<file path="src/sv/periodic_task_dispatcher_defines.svh">
// ---------------------------------------------------------------------------
// Periodic task dispatcher assertion macros
// Shared helpers for the concurrent checks of the dispatcher.
// ---------------------------------------------------------------------------
`ifndef PERIODIC_TASK_DISPATCHER_DEFINES_SVH
`define PERIODIC_TASK_DISPATCHER_DEFINES_SVH

// Check that holds in the same cycle as its condition.
`define PTD_ASSERT_NOW(lbl, clk, rst_n, ante, cons) \
    lbl: assert property (@(posedge clk) disable iff (!rst_n) (ante) |-> (cons)) \
        else $error("periodic_task_dispatcher: same-cycle check failed");

// Check that holds in the cycle after its condition.
`define PTD_ASSERT_NEXT(lbl, clk, rst_n, ante, cons) \
    lbl: assert property (@(posedge clk) disable iff (!rst_n) (ante) |=> (cons)) \
        else $error("periodic_task_dispatcher: next-cycle check failed");

`endif

</file>
<file path="src/sv/ptd_pkg.sv">
// ---------------------------------------------------------------------------
// Periodic task dispatcher package
// Sizes, command and status codes, and the command word sent to every cell.
// ---------------------------------------------------------------------------
`default_nettype none

package ptd_pkg;

    localparam int SLOT_COUNT   = 8;
    localparam int PERIOD_BITS  = 32;
    localparam int SLOT_BITS    = (SLOT_COUNT > 1) ? $clog2(SLOT_COUNT) : 1;
    localparam int COUNT_BITS   = $clog2(SLOT_COUNT + 1);
    localparam int ELAPSED_BITS = 16;
    localparam int ID_BITS      = 8;
    localparam int CMP_BITS     = (PERIOD_BITS > ELAPSED_BITS) ? PERIOD_BITS : ELAPSED_BITS;

    localparam logic [2:0] MODE_TICK       = 3'd0;
    localparam logic [2:0] MODE_REGISTER   = 3'd1;
    localparam logic [2:0] MODE_SET_PERIOD = 3'd2;
    localparam logic [2:0] MODE_BLOCK      = 3'd3;
    localparam logic [2:0] MODE_READY      = 3'd4;
    localparam logic [2:0] MODE_QUERY      = 3'd5;

    localparam logic [2:0] ST_DISPATCH   = 3'd0;
    localparam logic [2:0] ST_IDLE       = 3'd1;
    localparam logic [2:0] ST_REGISTERED = 3'd2;
    localparam logic [2:0] ST_FULL       = 3'd3;
    localparam logic [2:0] ST_UPDATED    = 3'd4;
    localparam logic [2:0] ST_QUERY      = 3'd5;
    localparam logic [2:0] ST_BAD_SLOT   = 3'd6;

    typedef struct packed {
        logic                    tick;
        logic [ELAPSED_BITS-1:0] elapsed;
        logic                    reg_wr;
        logic                    set_per;
        logic                    set_rdy;
        logic                    clr_rdy;
        logic [SLOT_BITS-1:0]    sel;
        logic [COUNT_BITS-1:0]   count;
        logic [PERIOD_BITS-1:0]  period;
        logic [ID_BITS-1:0]      user_id;
        logic                    tok_clr;
    } t_cell_cmd;

endpackage

`default_nettype wire

</file>
<file path="src/sv/ptd_cell.sv">
// ---------------------------------------------------------------------------
// Periodic task dispatcher slot cell
// Holds one task slot and passes the dispatch token to its neighbor.
// ---------------------------------------------------------------------------
`default_nettype none

module ptd_cell (
    input  wire logic                           i_clk,
    input  wire logic                           i_rst_n,
    input  wire logic [ptd_pkg::SLOT_BITS-1:0]  i_index,
    input  wire ptd_pkg::t_cell_cmd             i_cmd,
    input  wire logic                           i_tok,
    input  wire logic                           i_later,
    output logic                                o_tok,
    output logic                                o_later,
    output logic                                o_hit,
    output logic                                o_tok_later,
    output logic                                o_ready,
    output logic [ptd_pkg::ID_BITS-1:0]         o_id
);

    logic                               r_tok;
    logic                               n_tok;
    logic [ptd_pkg::PERIOD_BITS-1:0]    r_cd;
    logic [ptd_pkg::PERIOD_BITS-1:0]    n_cd;
    logic [ptd_pkg::PERIOD_BITS-1:0]    r_period;
    logic [ptd_pkg::PERIOD_BITS-1:0]    n_period;
    logic                               r_ready;
    logic                               n_ready;
    logic [ptd_pkg::ID_BITS-1:0]        r_id;
    logic [ptd_pkg::ID_BITS-1:0]        n_id;
    logic                               w_registered;
    logic                               w_me;
    logic                               w_due;
    logic                               w_hit;
    logic [ptd_pkg::CMP_BITS-1:0]       w_cd_ext;
    logic [ptd_pkg::CMP_BITS-1:0]       w_el_ext;
    logic [ptd_pkg::PERIOD_BITS-1:0]    w_dec;

    assign w_registered = int'(i_index) < int'(i_cmd.count);
    assign w_me         = (i_index == i_cmd.sel);
    assign w_due        = w_registered && r_ready && (r_cd == '0);
    assign w_hit        = r_tok && w_due;
    assign w_cd_ext     = ptd_pkg::CMP_BITS'(r_cd);
    assign w_el_ext     = ptd_pkg::CMP_BITS'(i_cmd.elapsed);
    assign w_dec        = (w_cd_ext > w_el_ext) ?
                          ptd_pkg::PERIOD_BITS'(w_cd_ext - w_el_ext) : '0;

    always_comb begin
        n_tok    = i_tok && !i_cmd.tok_clr;
        n_cd     = r_cd;
        n_period = r_period;
        n_ready  = r_ready;
        n_id     = r_id;
        if (i_cmd.reg_wr && w_me) begin
            n_cd = '0;
        end else if (w_hit) begin
            n_cd = r_period;
        end else if (i_cmd.tick && w_registered && (r_cd != '0)) begin
            n_cd = w_dec;
        end
        if ((i_cmd.reg_wr || i_cmd.set_per) && w_me) begin
            n_period = i_cmd.period;
        end
        if ((i_cmd.reg_wr || i_cmd.set_rdy) && w_me) begin
            n_ready = 1'b1;
        end else if (i_cmd.clr_rdy && w_me) begin
            n_ready = 1'b0;
        end
        if (i_cmd.reg_wr && w_me) begin
            n_id = i_cmd.user_id;
        end
    end

    always_ff @(posedge i_clk) begin
        if (!i_rst_n) begin
            r_tok <= 1'b0;
        end else begin
            r_tok <= n_tok;
        end
    end

    always_ff @(posedge i_clk) begin
        r_cd     <= n_cd;
        r_period <= n_period;
        r_ready  <= n_ready;
        r_id     <= n_id;
    end

    assign o_tok       = r_tok;
    assign o_later     = w_due || i_later;
    assign o_hit       = w_hit;
    assign o_tok_later = r_tok && i_later;
    assign o_ready     = r_ready;
    assign o_id        = r_tok ? r_id : '0;

endmodule

`default_nettype wire

</file>
<file path="src/sv/periodic_task_dispatcher.sv">
// Every command but a nonzero tick gives its one result word in the cycle after acceptance.
// A tick with nonzero elapsed ticks counts down in its accept cycle, then a token walks
// the slot cells one per cycle, with at most one result word per cycle, and the module
// stays busy until the walk stops at the last due slot.
// Synchronous reset empties the table and clears busy, the token and the strobe.
// ---------------------------------------------------------------------------
// Periodic task dispatcher
// Task slot table built as a row of cells with a token-driven dispatch scan.
// ---------------------------------------------------------------------------
`default_nettype none

`include "periodic_task_dispatcher_defines.svh"

module periodic_task_dispatcher (
    input  wire logic                               i_clk,
    input  wire logic                               i_rst_n,
    input  wire logic                               start,
    output logic                                    busy,
    input  wire logic [2:0]                         i_mode,
    input  wire logic [ptd_pkg::ELAPSED_BITS-1:0]   i_elapsed_ticks,
    input  wire logic [2:0]                         i_slot,
    input  wire logic [ptd_pkg::ID_BITS-1:0]        i_user_id,
    input  wire logic [31:0]                        i_period,
    output logic                                    o_valid,
    output logic [2:0]                              o_status,
    output logic [2:0]                              o_result_slot,
    output logic [ptd_pkg::ID_BITS-1:0]             o_result_id,
    output logic                                    o_is_ready,
    output logic                                    o_last
);

    logic                               r_busy;
    logic                               n_busy;
    logic [ptd_pkg::SLOT_BITS-1:0]      r_idx;
    logic [ptd_pkg::SLOT_BITS-1:0]      n_idx;
    logic [ptd_pkg::COUNT_BITS-1:0]     r_count;
    logic [ptd_pkg::COUNT_BITS-1:0]     n_count;
    logic                               r_valid;
    logic                               n_valid;
    logic [2:0]                         r_status;
    logic [2:0]                         n_status;
    logic [2:0]                         r_rslot;
    logic [2:0]                         n_rslot;
    logic [ptd_pkg::ID_BITS-1:0]        r_rid;
    logic [ptd_pkg::ID_BITS-1:0]        n_rid;
    logic                               r_rdy;
    logic                               n_rdy;
    logic                               r_last;
    logic                               n_last;

    ptd_pkg::t_cell_cmd                 w_cmd;
    logic                               w_acc;
    logic                               w_inject;
    logic                               w_hit;
    logic                               w_later;
    logic [ptd_pkg::ID_BITS-1:0]        w_id;
    logic [ptd_pkg::SLOT_BITS-1:0]      w_sel;
    logic                               w_bad;

    logic [ptd_pkg::SLOT_COUNT-1:0]     w_tok_in;
    logic [ptd_pkg::SLOT_COUNT-1:0]     w_tok;
    logic [ptd_pkg::SLOT_COUNT-1:0]     w_later_in;
    logic [ptd_pkg::SLOT_COUNT-1:0]     w_later_out;
    logic [ptd_pkg::SLOT_COUNT-1:0]     w_hit_vec;
    logic [ptd_pkg::SLOT_COUNT-1:0]     w_tok_later;
    logic [ptd_pkg::SLOT_COUNT-1:0]     w_ready;
    logic [ptd_pkg::ID_BITS-1:0]        w_ids [ptd_pkg::SLOT_COUNT];

    genvar g;
    generate
        for (g = 0; g < ptd_pkg::SLOT_COUNT; g++) begin : g_cell
            if (g == 0) begin : g_head
                assign w_tok_in[g] = w_inject;
            end else begin : g_body
                assign w_tok_in[g] = w_tok[g-1];
            end
            if (g == ptd_pkg::SLOT_COUNT - 1) begin : g_tail
                assign w_later_in[g] = 1'b0;
            end else begin : g_mid
                assign w_later_in[g] = w_later_out[g+1];
            end
            ptd_cell u_cell (
                .i_clk       (i_clk),
                .i_rst_n     (i_rst_n),
                .i_index     (ptd_pkg::SLOT_BITS'(g)),
                .i_cmd       (w_cmd),
                .i_tok       (w_tok_in[g]),
                .i_later     (w_later_in[g]),
                .o_tok       (w_tok[g]),
                .o_later     (w_later_out[g]),
                .o_hit       (w_hit_vec[g]),
                .o_tok_later (w_tok_later[g]),
                .o_ready     (w_ready[g]),
                .o_id        (w_ids[g])
            );
        end
    endgenerate

    assign w_acc   = start && !r_busy;
    assign w_hit   = |w_hit_vec;
    assign w_later = |w_tok_later;
    assign w_sel   = ptd_pkg::SLOT_BITS'(i_slot);
    assign w_bad   = int'(i_slot) >= int'(r_count);

    always_comb begin
        w_id = '0;
        for (int k = 0; k < ptd_pkg::SLOT_COUNT; k++) begin
            w_id = w_id | w_ids[k];
        end
    end

    always_comb begin
        w_cmd         = '0;
        w_cmd.elapsed = i_elapsed_ticks;
        w_cmd.count   = r_count;
        w_cmd.period  = ptd_pkg::PERIOD_BITS'(i_period);
        w_cmd.user_id = i_user_id;
        w_cmd.sel     = w_sel;
        w_inject      = 1'b0;
        n_busy        = r_busy;
        n_idx         = r_idx;
        n_count       = r_count;
        n_valid       = 1'b0;
        n_status      = r_status;
        n_rslot       = r_rslot;
        n_rid         = r_rid;
        n_rdy         = r_rdy;
        n_last        = r_last;
        if (r_busy) begin
            n_idx = ptd_pkg::SLOT_BITS'(r_idx + 1'b1);
            if (w_hit) begin
                n_valid  = 1'b1;
                n_status = ptd_pkg::ST_DISPATCH;
                n_rslot  = 3'(r_idx);
                n_rid    = w_id;
                n_rdy    = 1'b0;
                n_last   = !w_later;
            end else if (!w_later) begin
                n_valid  = 1'b1;
                n_status = ptd_pkg::ST_IDLE;
                n_rslot  = '0;
                n_rid    = '0;
                n_rdy    = 1'b0;
                n_last   = 1'b1;
            end
            if (!w_later) begin
                n_busy        = 1'b0;
                w_cmd.tok_clr = 1'b1;
            end
        end else if (w_acc) begin
            n_rslot = '0;
            n_rid   = '0;
            n_rdy   = 1'b0;
            n_last  = 1'b1;
            unique case (i_mode)
                ptd_pkg::MODE_TICK: begin
                    if (i_elapsed_ticks != '0) begin
                        w_cmd.tick = 1'b1;
                        w_inject   = 1'b1;
                        n_busy     = 1'b1;
                        n_idx      = '0;
                    end else begin
                        n_valid  = 1'b1;
                        n_status = ptd_pkg::ST_IDLE;
                    end
                end
                ptd_pkg::MODE_REGISTER: begin
                    n_valid = 1'b1;
                    if (int'(r_count) < ptd_pkg::SLOT_COUNT) begin
                        w_cmd.reg_wr = 1'b1;
                        w_cmd.sel    = ptd_pkg::SLOT_BITS'(r_count);
                        n_count      = ptd_pkg::COUNT_BITS'(r_count + 1'b1);
                        n_status     = ptd_pkg::ST_REGISTERED;
                        n_rslot      = 3'(r_count);
                    end else begin
                        n_status = ptd_pkg::ST_FULL;
                    end
                end
                ptd_pkg::MODE_SET_PERIOD, ptd_pkg::MODE_BLOCK,
                ptd_pkg::MODE_READY, ptd_pkg::MODE_QUERY: begin
                    n_valid = 1'b1;
                    n_rslot = i_slot;
                    if (w_bad) begin
                        n_status = ptd_pkg::ST_BAD_SLOT;
                    end else if (i_mode == ptd_pkg::MODE_QUERY) begin
                        n_status = ptd_pkg::ST_QUERY;
                        n_rdy    = w_ready[w_sel];
                    end else begin
                        n_status      = ptd_pkg::ST_UPDATED;
                        w_cmd.set_per = (i_mode == ptd_pkg::MODE_SET_PERIOD);
                        w_cmd.clr_rdy = (i_mode == ptd_pkg::MODE_BLOCK);
                        w_cmd.set_rdy = (i_mode == ptd_pkg::MODE_READY);
                    end
                end
                default: begin
                end
            endcase
        end
    end

    always_ff @(posedge i_clk) begin
        if (!i_rst_n) begin
            r_busy  <= 1'b0;
            r_idx   <= '0;
            r_count <= '0;
            r_valid <= 1'b0;
        end else begin
            r_busy  <= n_busy;
            r_idx   <= n_idx;
            r_count <= n_count;
            r_valid <= n_valid;
        end
    end

    always_ff @(posedge i_clk) begin
        r_status <= n_status;
        r_rslot  <= n_rslot;
        r_rid    <= n_rid;
        r_rdy    <= n_rdy;
        r_last   <= n_last;
    end

    assign busy          = r_busy;
    assign o_valid       = r_valid;
    assign o_status      = r_status;
    assign o_result_slot = r_rslot;
    assign o_result_id   = r_rid;
    assign o_is_ready    = r_rdy;
    assign o_last        = r_last;

    `PTD_ASSERT_NOW(a_one_token, i_clk, i_rst_n, r_busy, $onehot(w_tok))
    `PTD_ASSERT_NOW(a_no_token, i_clk, i_rst_n, !r_busy, w_tok == '0)
    `PTD_ASSERT_NOW(a_scan_end, i_clk, i_rst_n, $fell(r_busy), r_valid && r_last)
    `PTD_ASSERT_NEXT(a_quiet_tick, i_clk, i_rst_n,
        w_acc && (i_mode == ptd_pkg::MODE_TICK) && (i_elapsed_ticks == '0),
        r_valid && r_last && (r_status == ptd_pkg::ST_IDLE))

endmodule

`default_nettype wire
</file>
<file path="config.mk">
export PLATFORM = sky130hd
export DESIGN_NAME = periodic_task_dispatcher
export DESIGN_NICKNAME = d
export VERILOG_FILES = /design/src/sv/ptd_pkg.sv /design/src/sv/ptd_cell.sv /design/src/sv/periodic_task_dispatcher.sv
export VERILOG_INCLUDE_DIRS = /design/src /design/src/sv
export SDC_FILE = /design/constraint.sdc
export NUM_CORES = 1
export LEC_CHECK = 0
export BUFFER_PORTS_ARGS = -buffer_cell sky130_fd_sc_hd__clkbuf_2
export CAP_MARGIN = 20
export CORE_MARGIN = 2
export CORE_UTILIZATION = 60
export DETAILED_ROUTE_END_ITERATION = 12
export GPL_TIMING_DRIVEN = 1
export PLACE_DENSITY_LB_ADDON = 0.2
export SYNTH_ARGS = -nofsm -noshare
export SYNTH_HDL_FRONTEND = slang
export SYNTH_SLANG_ARGS = --single-unit
</file>
<file path="constraint.sdc">
create_clock -name i_clk -period 5.61 [get_ports i_clk]
set_input_delay 0.561 -clock i_clk [delete_from_list [all_inputs] [get_ports i_clk]]
set_output_delay 0.561 -clock i_clk [all_outputs]
set_load 0.005 [all_outputs]
</file>
After elaboration in Yosys (flattened, before gate mapping) --
Cells that the tools add are included.
Cells by class: $mul 0, order comparisons 19, bitwise operators 8, reduce and logical (&&, ||, !) cells 138, $add $sub $neg 10, divide/modulo/power cells 0, mux-type cells 90, shift-type cells 0, eq/ne operators 14
Operator list (number):
- two-way mux 32 bit | 24
- > comparator 32 x 16 -> 1 bit | 8
- zero test 32 bit | 8
- nonzero test 32 bit | 8
- subtractor 32 x 16 -> 32 bit | 8
- two-way mux 8 bit | 12
- logical AND 1 bit | 88
- two-way mux 3 bit | 19
- bitwise OR 8 bit | 7
- two-way mux 1 bit | 28
- nonzero test 2 bit | 11
- less-than comparator 3 x 4 -> 1 bit, first input constant | 4
- nonzero test 16 bit | 1
- two-way mux 7 bit | 2
- equality test 3 bit, first input constant | 4
- one-hot mux 3 bit (3 select lines) | 1
- logical OR 1 bit | 8
- less-than comparator 1 x 4 -> 1 bit, first input constant | 2
- less-than comparator 2 x 4 -> 1 bit, first input constant | 2
- AND reduction 4 bit | 2
- OR reduction 8 bit | 1
- OR reduction 7 bit | 1
- equality test 2 x 3 -> 1 bit, first input constant | 2
- equality test 3 x 2 -> 1 bit, second input constant | 2
- other kinds (21) | 26
Word-level totals: latch bits 0, RAM bits 0, memories 0, logic and storage cells 328, output and inout port bits 18, bits in registers 617, memory bits (read-only) 0, input bits 65

Depth between registers and ports, before layout --
Gate-level depths: netlist of the first run.
word-level depth 15, depth in mapped cells 14, mapped depth without buffers 13

Cells and area by module --
A second synthesis of the first run with hierarchy kept.
Second synthesis, totals: cell total of the unflattened synthesis 3393, area, all modules 33707.3 um^2
Modules (own cells, without submodules):
- ptd_cell (g_cell[3].u_cell ...) | instances 4, sequential area each 1881.8 um^2, area an instance 3986.3 um^2, cells each 403
- ptd_cell (g_cell[0].u_cell ...) | instances 3, sequential area each 1881.8 um^2, area an instance 4063.9 um^2, cells each 407
- ptd_cell (g_cell[7].u_cell) | instances 1, sequential area each 1881.8 um^2, area an instance 4003.8 um^2, cells each 400
- periodic_task_dispatcher | instances 1, sequential area each 660.6 um^2, area an instance 1566.5 um^2, cells each 160

Worst setup path after synthesis of the first run --
Ideal clock, no wire load.
kind input to register, start point in i_slot[0], end point reg g_cell[0].u_cell.r_period[0] (netlist bit), enable pin, data required time 5.149 ns, setup time 0.461 ns, cell stages on the path 10, path buffers 0, slack 1.082 ns, arrival time 4.067 ns, path through inv_1 -> ha_1 -> nand2b_1 -> a21o_1 -> a21oi_1 -> or2_2 -> nand2_1 -> o22ai_1 -> nand2_1 -> nor3_1
Between the ends: cells in the longest elaborated chain, start to end 7, elaborated cells on any way between the ends 10, those cells by class order compare: 1; mux: 6; reduce/logical: 3
RTL lines:
- start: declaration | line periodic_task_dispatcher.sv:21 | input wire logic [2:0] i_slot,
- greater-or-equal comparator 3 x 4 -> 1 bit | line periodic_task_dispatcher.sv:103 | assign w_bad = int'(i_slot) >= int'(r_count);
- two-way mux 3 bit | line periodic_task_dispatcher.sv:183 | if (w_bad) begin
- two-way mux 3 bit | line periodic_task_dispatcher.sv:155 | unique case (i_mode)
- two-way mux 7 bit | line periodic_task_dispatcher.sv:150 | end else if (w_acc) begin
- two-way mux 7 bit * | line periodic_task_dispatcher.sv:129 | if (r_busy) begin
- logical OR 1 bit | line ptd_cell.sv:62 | if ((i_cmd.reg_wr || i_cmd.set_per) && w_me) begin
- logical AND 1 bit * | line ptd_cell.sv:62
- end signal: assignment | line ptd_cell.sv:85 | r_period <= n_period;
- end: declaration | line ptd_cell.sv:26 | logic [ptd_pkg::PERIOD_BITS-1:0] r_period;
Mark *: on every way between the ends. The rest lies on a longest branch, timed or not. A chain may end at the register's enable or synchronous reset.

Worst setup path in the final report of the first run --
start point reg g_cell[4].u_cell.r_cd[16] (netlist bit), end point reg r_rid (netlist bit o_result_id[1]), enable pin
Between the ends: cells in the longest elaborated chain, start to end 10, elaborated cells on any way between the ends 15, those cells by class eq/ne: 1; reduce/logical: 14
RTL lines:
- start: declaration | line ptd_cell.sv:24 | logic [ptd_pkg::PERIOD_BITS-1:0] r_cd;
- start signal: assignment | line ptd_cell.sv:84 | r_cd <= n_cd;
- zero test 32 bit * | line ptd_cell.sv:42 | assign w_due = w_registered && r_ready && (r_cd == '0);
- logical AND 1 bit * | line ptd_cell.sv:42
- logical OR 1 bit (4 in a row) | line ptd_cell.sv:91 | assign o_later = w_due || i_later;
- logical AND 1 bit | line ptd_cell.sv:93 | assign o_tok_later = r_tok && i_later;
- OR reduction 7 bit | line periodic_task_dispatcher.sv:101 | assign w_later = |w_tok_later;
- != test 3 bit (no source line) *
- AND reduction 2 bit (no source line) *
- end signal: assignment | line periodic_task_dispatcher.sv:218 | r_rid <= n_rid;
- end: declaration | line periodic_task_dispatcher.sv:44 | logic [ptd_pkg::ID_BITS-1:0] r_rid;
Marked as above.

==> results of run 1 <==
-- cell type report --
type,instances,area [sq um]
fill,3938,16800
clock inverter,34,375
inverter,79,297
timing repair buffer,133,817
clock buffer,90,1850
antenna,3,7.51
sequential,617,15700
tap,680,851
multi-input combinational,2185,14500
-- cell families (layout without fill, tap and decap cells) --
group	Yosys count	after routing	share of synthesized area, %
compound gates	892	892	19.8
xor+xnor	166	166	4.69
fa+ha+maj	142	142	5.92
buf+inv	214	336	2.79
flops	617	617	50.7
mux	10	10	0.407
other cells	0	3	0
simple gates	975	975	15.8
-- registers in the layout, indices dropped and copies added (netlist names) --
signal and cells:
g_cell.u_cell.r_cd 256, g_cell.u_cell.r_period 256, g_cell.u_cell.r_id 64, g_cell.u_cell.o_ready 8
g_cell.u_cell.o_tok 8, o_result_id 8, r_count 4, o_result_slot 3
o_status 3, r_idx 3, busy 1, o_is_ready 1
o_last 1, o_valid 1
-- worst max-delay path, cell delays in order, from the launching register on --
cell and delay, ns:
dfxtp_1 0.40, or4_4 0.60, or3_1 0.52, nor4_1 1.00, nand4bb_1 0.27, nor4_1 0.06, nor2_1 0.15, a31oi_1 0.19
o21ai_1 0.26, nand2_1 0.54
-- stage by stage --
step                power [mW]  hold slack (ns)
floorplan                 5.53            0.418
global placement          5.84            0.421
detailed placement        5.86            0.435
CTS                       10.3            0.217
global route              10.6            0.225
finish                    10.3            0.239
-- how the worst max path moves through the flow --
stage,startpoint,to,depth (start not counted)
6_report,g_cell[4].u_cell.r_cd[16]$_SDFFE_PP0P_,o_result_id[1]$_SDFFCE_PN0P_,9
4_1_cts,g_cell[4].u_cell.r_cd[16]$_SDFFE_PP0P_,o_result_slot[2]$_DFFE_PP_,9
3_5_place_dp,i_elapsed_ticks[0],g_cell[0].u_cell.r_cd[10]$_SDFFE_PP0P_,14
5_1_grt,g_cell[3].u_cell.r_cd[23]$_SDFFE_PP0P_,g_cell[3].u_cell.r_cd[17]$_SDFFE_PP0P_,10
3_3_place_gp,i_elapsed_ticks[0],g_cell[0].u_cell.r_cd[1]$_SDFFE_PP0P_,14
2_1_floorplan,i_slot[0],g_cell[0].u_cell.r_period[0]$_DFFE_PP_,10
-- power groups by stage --
stage / combinational (mW) / sequential, mW / clock (mW)
global placement: 0.832 / 5.01 / 0
floorplan: 0.548 / 4.98 / 0
global route: 0.939 / 4.93 / 4.71
detailed placement: 0.850 / 5.01 / 0
finish: 0.876 / 4.92 / 4.51
CTS: 0.854 / 4.92 / 4.55
-- cells in the mapped netlist, types with 9 or more instances --
| library cell | count | area (sq um) |
|---|---|---|
| a22oi_1 | 122 | 916 |
| and2_1 | 25 | 156 |
| nor2b_1 | 37 | 231 |
| nand2_1 | 224 | 841 |
| clkbuf_1 | 115 | 432 |
| edfxtp_1 | 336 | 10100 |
| a222oi_1 | 86 | 861 |
| nor3_1 | 62 | 310 |
| nor2_1 | 268 | 1010 |
| a21o_1 | 47 | 353 |
| nand3_1 | 58 | 290 |
| a211oi_1 | 18 | 135 |
| a221oi_1 | 26 | 228 |
| ha_1 | 134 | 1680 |
| nand2b_1 | 30 | 188 |
| o21ai_0 | 126 | 631 |
| or3_1 | 37 | 231 |
| a32oi_1 | 9 | 78.8 |
| o21a_1 | 28 | 210 |
| or4_1 | 20 | 150 |
| o21bai_1 | 11 | 82.6 |
| dfxtp_1 | 281 | 5630 |
| buf_2 | 10 | 50.1 |
| nand3b_1 | 13 | 97.6 |
| o211ai_1 | 17 | 128 |
| nor4_1 | 79 | 494 |
| nand4_1 | 42 | 263 |
| o22ai_1 | 31 | 194 |
| xnor2_1 | 85 | 744 |
| a22o_1 | 10 | 87.6 |
| inv_1 | 77 | 289 |
| a21oi_1 | 210 | 1050 |
| o21ai_1 | 18 | 90.1 |
| a211o_1 | 9 | 78.8 |
| o31ai_1 | 16 | 120 |
| xor2_1 | 81 | 709 |
| a31oi_1 | 39 | 244 |
| and3_1 | 14 | 87.6 |
| or2_2 | 21 | 131 |
-- metal layers --
layer / vias to the layer above / track usage, % / share of wire, %
li1: 11772 / - / -
met1: 12681 / 48.0 / 39
met2: 1426 / 58.9 / 46
met3: 290 / 7.78 / 9.7
met4: 12 / 16.8 / 5.2
met5: - / 0 / 0.055
==> flow_summary.yaml, run 1 <==
critical_path:
  required_ns: 5.77
  crit_arrival_ns: 4.64
  critPathKind: "reg -> reg"
  crit_fanout: 13
  end_kind: "flop"
  crit-reg2reg-launch: "g_cell[4].u_cell.r_cd[16]$_SDFFE_PP0P_"
  r2r_slack_ns: 1.12
  reg2reg_depth: 9
  rr_endpoint: "o_result_id[1]$_SDFFCE_PN0P_"
  cp-start-kind: "flop"
logic_synthesis:
  syn_area_sq_um: 31000
  synthFlopType: "edfxtp_1"
  ys_ff_latch: 617
  synth_nets: 3223
  ys_seq_area_share_pct: 50.7
  avgSynthCellArea_sq_um: 10.3
  synth_warnings: 0
  async_reset_ff_share_pct: 0
  synth-edff-count: 336
  netlist_instances: 3016
  synthDistinctLibCells: 96
floorplanning:
  io_pins: 83
  chipWidth_microns: 231
  floorplan.initialDensity_pct: 60.6
  die_h_microns: 231
  dieArea_sq_um: 53500
  design.core.area_sq_um: 51200
  rows: 83
global_route:
  grt_pass1_wl_mm: 149
  grt_start_max_net_pins: 42
  antenna_found_initial: 13
  grt_pass1_vias: 24807
  overflow: 0
  track_usage_pct: 36.8
sta:
  fmax_mhz: 223
  fin_crit_sh_pct: 80.0
  finalSetupViolations: 0
  layout_min_cycle_time_ns: 4.49
  drv_slew: 0
  relSlewSlack_pct: 21.1
  hold_viol_final: 0
  setup_slack_ns: 1.12
  setup_tns_ns: 0
  worstMarginPinSlew_ns: 1.18
  clock_skew_ns: 0.0294
  grt_setup_unrepaired: "false"
clock_network:
  clk_latency_ns: 0.61
  cts-resized-gates: 0
  cts_setup_buffers: 0
  clock_sinks: 617
  path_clk_slew_ns: 0.06
  cts-htree-levels: 3
  cts_buffers: 67
  cts_root_buffer: "clkbuf_16"
  cts_tree: "built"
  cts_buffer_depth: 3
  hold_buffers: 0
cells_and_area:
  drive_above_1_share_pct: 9.56
  final_nets: 3290
  utilization_pct: 67.3
  area_growth_pct: 11.0
  mostFrequentLayoutCell: "edfxtp_1"
  mostFrequentLayoutCells: "edfxtp_1 (336), dfxtp_1 (281), nor2_1 (256)"
  fin_area_sq_um: 34400
  fin_cells: 3821
power_and_ir_drop:
  power_frac_comb_pct: 8.5
  switching_power_mw: 2.50
  leakage_nw: 12.9
  power_density_nw_per_um2: 299
  p_seq_share_pct: 47.7
  clockPowerShare_pct: 43.8
  p_int_mw: 7.81
  ir_worst_vdd_mv: 0.276
  switching_share_pct: 24.2
status:
  status: "complete, no violations"
routing:
  drt-total-wl_mm: 99.6
  wl_per_cell_microns: 26.1
  post-route-drc-count: 0
  drt_iter0_drc: 2935
  routed_via_density: 6.85
  route.vias.total: 26181
  ant_nets: 0
  drt_pass1_iterations: 7
worst_hold_path:
  min_to: "g_cell[2].u_cell.r_id[7]$_DFFE_PP_"
  min_path_cells: 1
  min-delay-start: "i_user_id[7]"
  min_path_type: "in -> reg"
placement:
  dp_hpwl_mm: 65.9
  gp_congestion: 0.993
  placedCellCount: 3692
  post-place-ws_ns: 0.948
  postPlaceCellArea_sq_um: 32200
  io_buffer_count: 82
job:
  max_cap_violations: 0
Note: power is estimated with default switching activity, not from simulation.
==> run 2, diff against run 1 <==
--- a/config.mk
+++ b/config.mk
@@ -9,7 +9,7 @@
 export BUFFER_PORTS_ARGS = -buffer_cell sky130_fd_sc_hd__clkbuf_2
 export CAP_MARGIN = 20
 export CORE_MARGIN = 2
-export CORE_UTILIZATION = 60
+export CORE_UTILIZATION = 57
 export DETAILED_ROUTE_END_ITERATION = 12
 export GPL_TIMING_DRIVEN = 1
 export PLACE_DENSITY_LB_ADDON = 0.2
==> constraint.sdc (replaced) <==
create_clock -name i_clk -period 3.9 [get_ports i_clk]
set_input_delay 0.39 -clock i_clk [delete_from_list [all_inputs] [get_ports i_clk]]
set_output_delay 0.39 -clock i_clk [all_outputs]
set_load 0.005 [all_outputs]
==> run 2 against run 1 <==
Against the previous run:
- clock power rose by 45%
- global-route usage fell by 1.5 points
- cell count rose by 2.5%
- total power rose by 45%
- sequential share of layout area fell by 0.95 points
- core utilization fell by 1.9 points
- maximum frequency rose by 24%
- highest routed layer unchanged
==> flow_summary.yaml, run 2 (synthesis gave the netlist of run 1 again) <==
global_route:
  overflow: 0
  grt_start_max_net_pins: 42
  grt_pass1_vias: 24705
  track_usage_pct: 35.3
  grt_pass1_wl_mm: 150
  antenna_found_initial: 11
clock_network:
  clk_latency_ns: 0.61
  clock_sinks: 617
  cts_tree: "built"
  path_clk_slew_ns: 0.06
  cts_root_buffer: "clkbuf_16"
  cts_setup_buffers: 0
  cts_buffers: 68
  cts-resized-gates: 0
  cts-htree-levels: 3
  cts_buffer_depth: 3
  hold_buffers: 0
cells_and_area:
  final_nets: 3372
  drive_above_1_share_pct: 11.8
  fill_cells: 4274
  seq_area_sq_um: 15700
  mostFrequentLayoutCells: "edfxtp_1 (336), dfxtp_1 (281), nor2_1 (256)"
  multiInputGateArea_sq_um: 14500
  reg_top3: "g_cell.u_cell.r_cd x256, g_cell.u_cell.r_period x256, g_cell.u_cell.r_id x64"
  mostFrequentLayoutCell: "edfxtp_1"
  fin_cells: 3918
  area_growth_pct: 13.4
  fin_area_sq_um: 35200
critical_path:
  required_ns: 4.24
  cp_cell_sequence: "nor4_1, buf_4, nand2_1, nor4_1, inv_1, nor2_4, nor4_1, buf_4, nand3b_1, buf_4, nand2_1, buf_12, or2_1"
  slowest_delay_ns: 0.92
  end_kind: "flop"
  critPathKind: "reg -> reg"
  crit_fanout: 11
  crit_arrival_ns: 3.96
  crit_slowest_cell: "nor4_1"
  cp-start-kind: "flop"
sta:
  drv_slew: 0
  setup_tns_ns: 0
  finalSetupViolations: 0
  layout_min_cycle_time_ns: 3.62
  worstMarginPinSlew_ns: 1.05
  hold_viol_final: 0
  clock_skew_ns: 0.0280
  fin_crit_sh_pct: 92.9
  fmax_mhz: 276
  grt_setup_unrepaired: "false"
  setup_slack_ns: 0.277
  relSlewSlack_pct: 29.4
routing:
  drt_iter0_drc: 3248
  drt_pass1_iterations: 9
  post-route-drc-count: 0
  ant_nets: 0
  routed_via_density: 6.64
  drt-total-wl_mm: 101
  route.vias.total: 26031
  wl_per_cell_microns: 25.7
power_and_ir_drop:
  leakage_nw: 13.3
  ir_worst_vdd_mv: 0.478
  power_density_nw_per_um2: 425
  finalPower_mw: 14.9
floorplanning:
  chipWidth_microns: 237
  dieArea_sq_um: 56300
  rows: 85
  floorplan.initialDensity_pct: 57.6
  io_pins: 83
  die_h_microns: 237
  design.core.area_sq_um: 53800
placement:
  postPlaceCellArea_sq_um: 32900
  io_buffer_count: 82
  placedCellCount: 3791
  post-place-ws_ns: 0.0655
  gp_congestion: 0.997
  dp_hpwl_mm: 69.6
job:
  max_cap_violations: 0
status:
  status: "complete, no violations"
worst_hold_path:
  min_path_type: "in -> reg"
==> run 2: cell types whose count changed in the layout (fill, tap and decap cells not counted), sizes merged <==
cell | before | now
clkbuf | 172 | 173
diode | 3 | 1
buf | 51 | 132
clkinvlp | 2 | 3
bufinv | 7 | 6
inv | 82 | 80
clkinv | 22 | 25
==> run 2: layout make-up <==
class                   instances  share of cell area [%]
well taps                     696                    2.48
clock buffers                  91                    5.46
flip-flops and latches        617                    44.7
clock inverters                35                    1.01
inverters                      79                   0.843
repair buffers                214                    4.23
multi-input cells            2185                    41.3
diodes                          1                 0.00712
==> run 2: worst paths after layout <==
| kind | startpoint | end | slack [ns] | depth (start not counted) |
|---|---|---|---|---|
| worst max-delay path | g_cell[3].u_cell.r_cd[23]$_SDFFE_PP0P_ | o_last$_SDFFCE_PN1P_ | 0.28 | 13 |
| worst min-delay path | i_user_id[1] | g_cell[7].u_cell.r_id[1]$_DFFE_PP_ | 0.08 | 1 |
| worst min register to register | g_cell[1].u_cell.r_period[23]$_DFFE_PP_ | g_cell[1].u_cell.r_cd[23]$_SDFFE_PP0P_ | 0.45 | 2 |
| worst max register to register | g_cell[3].u_cell.r_cd[23]$_SDFFE_PP0P_ | o_last$_SDFFCE_PN1P_ | 0.28 | 13 |
==> run 2: per-layer routing <==
metal | global-route usage (%) | vias up | wire length [microns]
met2 | 55.6 | 1327 | 45500
li1 | - | 11915 | -
met5 | 0 | - | 69
met1 | 46.5 | 12558 | 40200
met3 | 8.26 | 221 | 10400
met4 | 16.1 | 10 | 4650
==> run 2: metrics by stage <==
stage / utilization, % / hold WS (ns)
2_1_floorplan: - / 0.418
3_3_place_gp: 61.1 / 0.430
3_5_place_dp: 61.1 / 0.440
4_1_cts: 65.3 / 0.0510
5_1_grt: 65.3 / 0.0767
6_report: 65.4 / 0.0791
==> run 2: report_power, final <==
part	internal, mW	total, mW	switching [mW]
Sequential	6.96	7.07	0.108
Combinational	0.484	1.32	0.838
Clock	3.88	6.55	2.66
==> run 2: worst max-delay path, delay by kind of cell (launching register included) <==
family	cells	cell delay [ns]
AND/OR/NAND/NOR	8	2.11
flip-flops	1	0.36
buffers and inverters	5	0.88
